$ cat config.mk
export PLATFORM = sky130hd
export DESIGN_NAME = usb_control_td_chain_builder_unit
export DESIGN_NICKNAME = d
export VERILOG_FILES = /design/src/hw/rtl/tdcb_pkg.sv /design/src/hw/rtl/tdcb_sequencer.sv /design/src/hw/rtl/tdcb_datapath.sv /design/src/hw/rtl/usb_control_td_chain_builder_unit.sv
export VERILOG_INCLUDE_DIRS = /design/src /design/src/hw/rtl
export SDC_FILE = /design/constraint.sdc
export NUM_CORES = 1
export LEC_CHECK = 0
export BUFFER_PORTS_ARGS = -buffer_cell sky130_fd_sc_hd__buf_2
export CAP_MARGIN = 10
export CORE_ASPECT_RATIO = 1.25
export CORE_MARGIN = 2
export CORE_UTILIZATION = 35
export CTS_CLUSTER_DIAMETER = 40
export DETAILED_ROUTE_END_ITERATION = 16
export PLACE_DENSITY = 0.58
export SLEW_MARGIN = 0
export SYNTH_ARGS = -nofsm -noshare
export SYNTH_HDL_FRONTEND = slang
export SYNTH_SLANG_ARGS = --single-unit
export TNS_END_PERCENT = 50
$ cat constraint.sdc
create_clock -name i_clk -period 9.4 [get_ports i_clk]
set_input_delay 0.47 -clock i_clk [delete_from_list [all_inputs] [get_ports i_clk]]
set_output_delay 0.47 -clock i_clk [all_outputs]
set_load 0.01 [all_outputs]
$ cat src/hw/rtl/usb_control_td_chain_builder_unit_assert.svh
// ----------------------------------------------------------------------------
// usb_control_td_chain_builder_unit_assert.svh
// Assertion macros shared by the descriptor chain builder RTL.
// ----------------------------------------------------------------------------
`ifndef USB_CONTROL_TD_CHAIN_BUILDER_UNIT_ASSERT_SVH
`define USB_CONTROL_TD_CHAIN_BUILDER_UNIT_ASSERT_SVH

// Same-cycle implication, checked on every clock edge out of reset.
`define TDCB_ASSERT_IMPL(label, ante, cons, msg) \
    label: assert property (@(posedge i_clk) disable iff (!i_rst_n) \
        (ante) |-> (cons)) else $error(msg);

// Next-cycle implication, checked on every clock edge out of reset.
`define TDCB_ASSERT_NEXT(label, ante, cons, msg) \
    label: assert property (@(posedge i_clk) disable iff (!i_rst_n) \
        (ante) |=> (cons)) else $error(msg);

`endif

$ cat src/hw/rtl/tdcb_pkg.sv
// ----------------------------------------------------------------------------
// tdcb_pkg
// Types, constants and the microcode program of the descriptor chain builder.
// ----------------------------------------------------------------------------
package tdcb_pkg;

    // Longest read accepted, in packets
    localparam int PACKETS_PER_TRANSFER = 32;

    // Descriptor word codes
    localparam logic [7:0]  PID_OUT_CODE    = 8'he1;
    localparam logic [7:0]  PID_IN_CODE     = 8'h69;
    localparam logic [7:0]  PID_SETUP_CODE  = 8'h2d;
    localparam logic [31:0] CTRL_ACTIVE     = 32'h0080_0000;
    localparam logic [31:0] CTRL_SPD        = 32'(1) << 29;
    localparam logic [31:0] CTRL_IOC        = 32'(1) << 24;
    localparam logic [31:0] CTRL_LOW_SPEED  = 32'(1) << 26;
    localparam logic [31:0] CTRL_CERR3      = 32'(3) << 27;
    localparam logic [31:0] LINK_TERMINATE  = 32'h0000_0001;
    localparam logic [31:0] LINK_DEPTH_TD   = 32'h0000_0004;
    localparam logic [10:0] LEN_ZERO_CODE   = 11'h7ff;
    localparam logic [10:0] LEN_SETUP_CODE  = 11'd7;   // 8 bytes, minus one

    // Stream widths
    localparam int IN_TDATA_W  = 96;
    localparam int OUT_TDATA_W = 136;

    typedef logic [2:0] t_upc;

    typedef enum logic [1:0] {PSEL_SETUP, PSEL_IN, PSEL_OUT} t_pid_sel;
    typedef enum logic [1:0] {LSEL_SETUP, LSEL_DATA, LSEL_ZERO} t_len_sel;
    typedef enum logic [1:0] {TSEL_ZERO, TSEL_ONE, TSEL_INDEX} t_tog_sel;
    typedef enum logic [1:0] {BSEL_SETUP, BSEL_DATA, BSEL_NONE} t_buf_sel;
    typedef enum logic [2:0] {
        COND_NEVER, COND_TOO_LONG, COND_NODATA, COND_MORE
    } t_cond;

    // One control word of the sequencer program
    typedef struct packed {
        logic     emit;       // step produces a descriptor
        logic     reject;     // descriptor is the rejection result
        logic     is_last;    // final descriptor of the chain
        logic     spd_more;   // short detect while more data remains
        t_pid_sel pid;
        t_len_sel len;
        t_tog_sel tog;
        t_buf_sel bsel;
        t_cond    jcond;      // jump when this condition holds
        t_upc     jtarget;
        logic     done;       // program ends after this step
    } t_ucode;

    // Datapath status seen by the sequencer
    typedef struct packed {
        logic too_long;
        logic nodata;
        logic more;
        logic out_free;
    } t_dp_flags;

    // Sequencer commands to the datapath
    typedef struct packed {
        logic   load;
        logic   fire;
        t_ucode uc;
    } t_seq_ctl;

    // Program steps
    localparam t_upc UPC_CHECK  = 3'd0;
    localparam t_upc UPC_SETUP  = 3'd1;
    localparam t_upc UPC_DATA   = 3'd2;
    localparam t_upc UPC_OUTST  = 3'd3;
    localparam t_upc UPC_INST   = 3'd4;
    localparam t_upc UPC_REJECT = 3'd5;

    // Microcode ROM
    function automatic t_ucode ucode_word(input t_upc pc);
        t_ucode w;
        w = '{emit: 1'b0, reject: 1'b0, is_last: 1'b0, spd_more: 1'b0,
              pid: PSEL_IN, len: LSEL_ZERO, tog: TSEL_ONE, bsel: BSEL_NONE,
              jcond: COND_NEVER, jtarget: UPC_CHECK, done: 1'b1};
        case (pc)
            UPC_CHECK: begin
                w.jcond   = COND_TOO_LONG;
                w.jtarget = UPC_REJECT;
                w.done    = 1'b0;
            end
            UPC_SETUP: begin
                w.emit    = 1'b1;
                w.pid     = PSEL_SETUP;
                w.len     = LSEL_SETUP;
                w.tog     = TSEL_ZERO;
                w.bsel    = BSEL_SETUP;
                w.jcond   = COND_NODATA;
                w.jtarget = UPC_INST;
                w.done    = 1'b0;
            end
            UPC_DATA: begin
                w.emit     = 1'b1;
                w.spd_more = 1'b1;
                w.pid      = PSEL_IN;
                w.len      = LSEL_DATA;
                w.tog      = TSEL_INDEX;
                w.bsel     = BSEL_DATA;
                w.jcond    = COND_MORE;
                w.jtarget  = UPC_DATA;
                w.done     = 1'b0;
            end
            UPC_OUTST: begin
                w.emit    = 1'b1;
                w.is_last = 1'b1;
                w.pid     = PSEL_OUT;
            end
            UPC_INST: begin
                w.emit    = 1'b1;
                w.is_last = 1'b1;
                w.pid     = PSEL_IN;
            end
            UPC_REJECT: begin
                w.emit    = 1'b1;
                w.reject  = 1'b1;
                w.is_last = 1'b1;
            end
            default: begin
                w.done = 1'b1;
            end
        endcase
        return w;
    endfunction

endpackage

$ cat src/hw/rtl/tdcb_sequencer.sv
// ----------------------------------------------------------------------------
// tdcb_sequencer
// Step counter and jump logic running the microcode program per request.
// ----------------------------------------------------------------------------
module tdcb_sequencer (
    input  logic                i_clk,
    input  logic                i_rst_n,
    input  logic                i_s_valid,
    output logic                o_s_ready,
    input  tdcb_pkg::t_dp_flags i_flags,
    output tdcb_pkg::t_seq_ctl  o_ctl
);
    import tdcb_pkg::*;

    logic   r_busy, n_busy;
    t_upc   r_pc, n_pc;
    t_ucode uc;
    logic   load, fire, taken;

    // Fetch and condition evaluation
    always_comb begin
        uc = ucode_word(r_pc);
        case (uc.jcond)
            COND_TOO_LONG: taken = i_flags.too_long;
            COND_NODATA:   taken = i_flags.nodata;
            COND_MORE:     taken = i_flags.more;
            default:       taken = 1'b0;
        endcase
    end

    // A step that emits waits for room in the output register
    assign o_s_ready = !r_busy;
    assign load      = i_s_valid && !r_busy;
    assign fire      = r_busy && (!uc.emit || i_flags.out_free);

    // Next step
    always_comb begin
        n_busy = r_busy;
        n_pc   = r_pc;
        if (load) begin
            n_busy = 1'b1;
            n_pc   = UPC_CHECK;
        end else if (fire) begin
            if (taken) begin
                n_pc = uc.jtarget;
            end else if (uc.done) begin
                n_busy = 1'b0;
            end else begin
                n_pc = r_pc + t_upc'(1);
            end
        end
    end

    always_ff @(posedge i_clk) begin
        if (!i_rst_n) begin
            r_busy <= 1'b0;
            r_pc   <= UPC_CHECK;
        end else begin
            r_busy <= n_busy;
            r_pc   <= n_pc;
        end
    end

    assign o_ctl = '{load: load, fire: fire, uc: uc};

endmodule

$ cat src/hw/rtl/tdcb_datapath.sv
// ----------------------------------------------------------------------------
// tdcb_datapath
// Request registers, packet walk counters and the descriptor output register.
// ----------------------------------------------------------------------------
module tdcb_datapath (
    input  logic                                 i_clk,
    input  logic                                 i_rst_n,
    input  logic                                 i_cfg_valid,
    input  logic [31:0]                          i_cfg_data,
    input  logic [tdcb_pkg::IN_TDATA_W-1:0]      i_tdata,
    input  logic                                 i_tuser,
    input  tdcb_pkg::t_seq_ctl                   i_ctl,
    output tdcb_pkg::t_dp_flags                  o_flags,
    input  logic                                 i_m_ready,
    output logic                                 o_m_valid,
    output logic [tdcb_pkg::OUT_TDATA_W-1:0]     o_m_data,
    output logic                                 o_m_last,
    output logic                                 o_m_user
);
    import tdcb_pkg::*;

    // Configuration and request registers
    logic [26:0] r_base;
    logic        r_op;
    logic [6:0]  r_dev;
    logic [3:0]  r_ep;
    logic        r_low;
    logic [6:0]  r_mps;
    logic [31:0] r_saddr;
    logic [31:0] r_buf;
    logic [11:0] r_bytes_left;
    logic [5:0]  r_idx;
    logic [26:0] r_next_desc;

    // Output register
    logic        r_out_valid;
    logic [5:0]  r_o_idx;
    logic [31:0] r_o_link, r_o_ctrl, r_o_token, r_o_buf;
    logic        r_o_last, r_o_rej;

    logic [5:0]  n_idx;
    logic [31:0] n_link, n_ctrl, n_token, n_buf;
    logic        n_last, n_rej;
    logic [10:0] len_m1;
    logic        tog, spd, more, too_long;
    logic [7:0]  pid;
    logic [12:0] limit;
    logic        emit_fire;

    // Status for the sequencer
    assign limit    = 13'(r_mps) * 13'(PACKETS_PER_TRANSFER);
    assign too_long = r_op && ({1'b0, r_bytes_left} > limit);
    assign more     = r_bytes_left > {5'b0, r_mps};
    assign o_flags  = '{too_long: too_long, nodata: !r_op, more: more,
                        out_free: !r_out_valid || i_m_ready};
    assign emit_fire = i_ctl.fire && i_ctl.uc.emit;

    // Descriptor word assembly
    always_comb begin
        case (i_ctl.uc.len)
            LSEL_SETUP: len_m1 = LEN_SETUP_CODE;
            LSEL_DATA:  len_m1 = more ? ({4'b0, r_mps} - 11'd1)
                                      : (r_bytes_left[10:0] - 11'd1);
            default:    len_m1 = LEN_ZERO_CODE;
        endcase
        case (i_ctl.uc.tog)
            TSEL_ZERO:  tog = 1'b0;
            TSEL_INDEX: tog = r_idx[0];
            default:    tog = 1'b1;
        endcase
        case (i_ctl.uc.pid)
            PSEL_SETUP: pid = PID_SETUP_CODE;
            PSEL_OUT:   pid = PID_OUT_CODE;
            default:    pid = PID_IN_CODE;
        endcase
        case (i_ctl.uc.bsel)
            BSEL_SETUP: n_buf = r_saddr;
            BSEL_DATA:  n_buf = r_buf;
            default:    n_buf = 32'd0;
        endcase
        spd     = i_ctl.uc.spd_more && more;
        n_ctrl  = CTRL_CERR3 | CTRL_ACTIVE
                | (r_low ? CTRL_LOW_SPEED : 32'd0)
                | (spd ? CTRL_SPD : 32'd0)
                | (i_ctl.uc.is_last ? CTRL_IOC : 32'd0);
        n_link  = i_ctl.uc.is_last ? LINK_TERMINATE
                                   : ({r_next_desc, 5'b0} | LINK_DEPTH_TD);
        n_token = {len_m1, 1'b0, tog, r_ep, r_dev, pid};
        n_idx   = r_idx;
        n_last  = i_ctl.uc.is_last;
        n_rej   = 1'b0;
        // Rejection: every field zero but the flags
        if (i_ctl.uc.reject) begin
            n_idx   = 6'd0;
            n_link  = 32'd0;
            n_ctrl  = 32'd0;
            n_token = 32'd0;
            n_buf   = 32'd0;
            n_last  = 1'b1;
            n_rej   = 1'b1;
        end
    end

    // Control registers
    always_ff @(posedge i_clk) begin
        if (!i_rst_n) begin
            r_base      <= '0;
            r_out_valid <= 1'b0;
        end else begin
            if (i_cfg_valid) begin
                r_base <= i_cfg_data[31:5];
            end
            if (emit_fire) begin
                r_out_valid <= 1'b1;
            end else if (i_m_ready) begin
                r_out_valid <= 1'b0;
            end
        end
    end

    // Request capture and packet walk
    always_ff @(posedge i_clk) begin
        if (i_ctl.load) begin
            r_op         <= i_tuser;
            r_dev        <= i_tdata[6:0];
            r_ep         <= i_tdata[10:7];
            r_low        <= i_tdata[11];
            r_mps        <= i_tdata[18:12];
            r_bytes_left <= i_tdata[30:19];
            r_saddr      <= i_tdata[62:31];
            r_buf        <= i_tdata[94:63];
            r_idx        <= 6'd0;
            r_next_desc  <= r_base + 27'd1;
        end else if (emit_fire) begin
            r_idx       <= r_idx + 6'd1;
            r_next_desc <= r_next_desc + 27'd1;
            if (i_ctl.uc.len == LSEL_DATA && more) begin
                r_bytes_left <= r_bytes_left - {5'b0, r_mps};
                r_buf        <= r_buf + {25'b0, r_mps};
            end
        end
    end

    // Output payload
    always_ff @(posedge i_clk) begin
        if (emit_fire) begin
            r_o_idx   <= n_idx;
            r_o_link  <= n_link;
            r_o_ctrl  <= n_ctrl;
            r_o_token <= n_token;
            r_o_buf   <= n_buf;
            r_o_last  <= n_last;
            r_o_rej   <= n_rej;
        end
    end

    assign o_m_valid = r_out_valid;
    assign o_m_data  = {2'b0, r_o_buf, r_o_token, r_o_ctrl, r_o_link, r_o_idx};
    assign o_m_last  = r_o_last;
    assign o_m_user  = r_o_rej;

endmodule

$ cat src/hw/rtl/usb_control_td_chain_builder_unit.sv
// ----------------------------------------------------------------------------
// usb_control_td_chain_builder_unit
// Builds the transfer descriptor chain of one USB control request.
// ----------------------------------------------------------------------------
// Usage:
//   s_axis carries one control request per transfer; tuser is the opcode
//   (0 no-data, 1 control read). m_axis returns one descriptor per transfer,
//   tlast on the final descriptor, tuser set on a rejected read (sole result).
//   The cfg channel writes the 32-byte aligned descriptor base address; it
//   is always ready. The user must write it only while no request is in
//   flight; the block itself does not enforce this.
// Timing:
//   A request is taken, the length check runs as its own step, then one
//   descriptor per cycle while the output register has room, for a chain of
//   1..34 descriptors. The microcode step counter issues one step per cycle
//   unless an emitting step waits for the output register. The first
//   descriptor is emitted by the step after the length check.
//   The next request is taken as soon as the last descriptor sits in the
//   output register.
// Reset: synchronous, clears the base address, sequencer and output valid.
// Stall: when m_axis_tready is low and the output register is full, an
//   emitting step holds until the register frees; no descriptor is lost.
`include "usb_control_td_chain_builder_unit_assert.svh"

module usb_control_td_chain_builder_unit (
    input  logic                                 i_clk,
    input  logic                                 i_rst_n,
    // Configuration: descriptor_base_address
    input  logic                                 i_cfg_valid,
    output logic                                 o_cfg_ready,
    input  logic [31:0]                          i_cfg_data,
    // Requests
    input  logic                                 s_axis_tvalid,
    output logic                                 s_axis_tready,
    // device_address[6:0], endpoint_number[10:7], low_speed[11],
    // mps[18:12], data_length[30:19], setup_address[62:31],
    // data_address[94:63], zero[95]
    input  logic [tdcb_pkg::IN_TDATA_W-1:0]      s_axis_tdata,
    // opcode[0]
    input  logic                                 s_axis_tuser,
    // Descriptors
    output logic                                 m_axis_tvalid,
    input  logic                                 m_axis_tready,
    // descriptor_index[5:0], link_word[37:6], control_word[69:38],
    // token_word[101:70], buffer_word[133:102], zero[135:134]
    output logic [tdcb_pkg::OUT_TDATA_W-1:0]     m_axis_tdata,
    output logic                                 m_axis_tlast,
    // rejected[0]
    output logic                                 m_axis_tuser
);
    import tdcb_pkg::*;

    t_seq_ctl  seq_ctl;
    t_dp_flags dp_flags;

    assign o_cfg_ready = 1'b1;

    // Program sequencer
    tdcb_sequencer u_seq (
        .i_clk     (i_clk),
        .i_rst_n   (i_rst_n),
        .i_s_valid (s_axis_tvalid),
        .o_s_ready (s_axis_tready),
        .i_flags   (dp_flags),
        .o_ctl     (seq_ctl)
    );

    // Datapath and output register
    tdcb_datapath u_dp (
        .i_clk       (i_clk),
        .i_rst_n     (i_rst_n),
        .i_cfg_valid (i_cfg_valid),
        .i_cfg_data  (i_cfg_data),
        .i_tdata     (s_axis_tdata),
        .i_tuser     (s_axis_tuser),
        .i_ctl       (seq_ctl),
        .o_flags     (dp_flags),
        .i_m_ready   (m_axis_tready),
        .o_m_valid   (m_axis_tvalid),
        .o_m_data    (m_axis_tdata),
        .o_m_last    (m_axis_tlast),
        .o_m_user    (m_axis_tuser)
    );

    // Checks
    `TDCB_ASSERT_NEXT(a_no_accept_while_busy, s_axis_tvalid && s_axis_tready, !s_axis_tready, "request accepted while a chain is in progress")
    `TDCB_ASSERT_IMPL(a_reject_is_last, m_axis_tvalid && m_axis_tuser, m_axis_tlast, "rejected result without tlast")
    `TDCB_ASSERT_IMPL(a_last_terminates, m_axis_tvalid && m_axis_tlast && !m_axis_tuser, m_axis_tdata[37:6] == LINK_TERMINATE, "final descriptor does not terminate the chain")

endmodule
==> results.ini <==
[run_status]
status=finished clean

[routing]
drc=0
vias=8384
wl_um=29600
drtPass1Iterations=4
wl_per_cell_um=16.6
drtAntennaViolNets=0
drtIter0Drc=468
drt-vias-per-instance=4.69

[worst_setup_path]
worstSetupPathType=reg2reg
critPathLaunchType=flop
required_ps=9550
endpoint_kind=flop
worst-endpoint-arrival_ps=3890
worst-r2r-cell-count=9
crit_fanout=44

[floorplan]
start_util=0.355
pin_count=275
die_x_um=173
core_area_um2=35300
die_area_um2=37300
die_h_um=215
rows=77

[cts]
clock_sinks=260
cts_resized=0
clockBufferDepth=3
cts_setup_buffers=0
cts.clk_slew.worst_paths_ps=60
numCtsBuffers=39
htree_levels=2
cts_root_buf=clkbuf_16
clk_latency_ps=530
postCtsHoldBufs=0
cts_tree=yes

[sta]
setup_slack_ps=5660
max_slew_margin=0.428
fin_crit_sh=0.398
rsz0062_at_grt=false
hold_violations=0
setup_viol_count_final=0
fin_setup_tns_ps=0
fmax_mhz=267
period_needed_ps=3740
max_slew.worst_pin.slew_ps=858
final-max-slew-violation-count=0
fin_skew_ps=14.2

[logic_synthesis]
synth-async-reset-ratio=0
synthTopCellsByArea=edfxtp_1 53%, dfxtp_1 6.1%, mux2i_1 4.0%
synth_edf_count=222
ys_ff_latch=260
seq_area_frac_synth=0.594
synth_warnings=0
avgSynthCellArea_um2=12.1
ys.flop_type=edfxtp_1
syn-cell-area_um2=12500
yosysMostFrequentCell=edfxtp_1
synth_top_area_share=0.533
synth_cell_types=61
postSynthCellCount=1037
synthTopCellsByCount=222 x edfxtp_1, 105 x nand2_1, 64 x o21ai_0, 55 x nor2_1
synth_top_cell_by_area=edfxtp_1

[global_routing]
grt-ovfl-total=0
grt_util_all_layers=0.158
grt_pass1_wl_um=46500
antenna_found_initial=7
grt_pass1_vias=8448
grt_max_degree=67

[placed_design]
dp.final_hpwl_um=20800
post-place-ws_ps=5520
place_congestion=0.829
io_buffers=233
place_area_um2=14000

[power]
peakVddDrop_mv=0.111
p_leak_uw=0.00591
power.density_nw_per_um2=213
total_power_uw=3270

[run]
drv_cap=0

[final_layout]
nNetsFinal=1444
design_area_um2=15300
areaGrowthSynthToFinish_pct=22.6
final_core_util=0.435
final-seq-area_um2=7430
multi_input_area_um2=4660
fillers=3380
drive_above_1_share=0.256

[worst_hold_path]
min_path_cells=1
min_path_type=in2reg

## final timing paths
kind | start | end | slack, ps
max | u_dp.r_mps[0] | u_dp.r_buf[7] | 5660
min | s_axis_tdata[0] | u_dp.r_dev[0] | 110
max reg2reg | u_dp.r_mps[0] | u_dp.r_buf[7] | 5660
min reg2reg | u_dp.r_idx[1] | u_dp.r_idx[1] | 490
## registers in the layout, indices dropped and copies added (netlist names), 2 cells and up
| signal | flops |
|---|---|
| u_dp.r_o_token | 28 |
| u_dp.r_o_buf | 32 |
| u_dp.r_dev | 7 |
| u_dp.r_o_link | 29 |
| u_dp.r_mps | 7 |
| u_dp.r_base | 27 |
| u_dp.r_buf | 32 |
| u_dp.r_o_ctrl | 2 |
| u_dp.r_bytes_left | 12 |
| u_dp.r_ep | 4 |
| u_dp.r_o_idx | 6 |
| u_seq.r_pc | 3 |
| u_dp.r_saddr | 32 |
| u_dp.r_next_desc | 27 |
| u_dp.r_idx | 6 |
## routing by layer
metal	wire, um	up-vias	GRT usage	part of all wire
met2	15000	212	0.277	0.51
met5	13	-	0	0.00044
met3	1710	46	0.0366	0.058
met4	773	2	0.0658	0.026
li1	-	4139	-	-
met1	12100	3985	0.187	0.41
## final cells by class
class / count / share of cell area
Tap cell: 474 / 0.0387
Clock inverter: 29 / 0.0180
Multi-Input combinational cell: 705 / 0.304
Sequential cell: 260 / 0.484
Antenna cell: 6 / 0.000979
Clock buffer: 41 / 0.0662
Inverter: 29 / 0.00743
Timing Repair Buffer: 242 / 0.0805
## cell usage in the layout (no fill, tap or decap), types with 10 or more instances in the layout
cell type  instances
dfxtp_1           38
a21oi_1           35
buf_2            233
ha_1              31
nand4_1           10
nor2_1            54
nor3_1            12
nor2b_1           33
a22o_1            28
edfxtp_1         222
clkbuf_16         40
xnor2_1           39
nand2_1          105
nand3_1           34
xor2_1            44
and2_1            50
mux2i_1           50
inv_1             27
o21ai_0           62
conb_1            35
## per-stage QoR
| stage | hold slack, ps | std cells |
|---|---|---|
| global placement | 478 | 1710 |
| floorplan | 462 | 1070 |
| detailed placement | 486 | 1710 |
| global route | 80.9 | 1785 |
| finish | 105 | 1786 |
| CTS | 75.0 | 1780 |
## report_power, final
group	switching, uW	leakage (uW)	internal, uW
Combinational	238	0.00292	165
Sequential	60.3	0.00236	1370
Clock	569	0.000623	860
## kinds of logic after synthesis
logic type / count (synthesis) / synth area share
buf+inv: 105 / 0.0451
xor+xnor: 83 / 0.0581
other cells: 2 / 0.000601
simple gates: 344 / 0.142
flops: 260 / 0.594
compound gates: 154 / 0.0794
mux: 56 / 0.0465
fa+ha+maj: 33 / 0.0342
## critical path, stage by stage (launching register included)
cell      delay, ps
edfxtp_1        500
ha_1            270
fa_1            410
nor2b_1         210
o31ai_1         110
a211oi_1        420
or3_1           460
nand2_1         230
o21ai_4         160
buf_4           530
(Power assumes the default switching activity.)
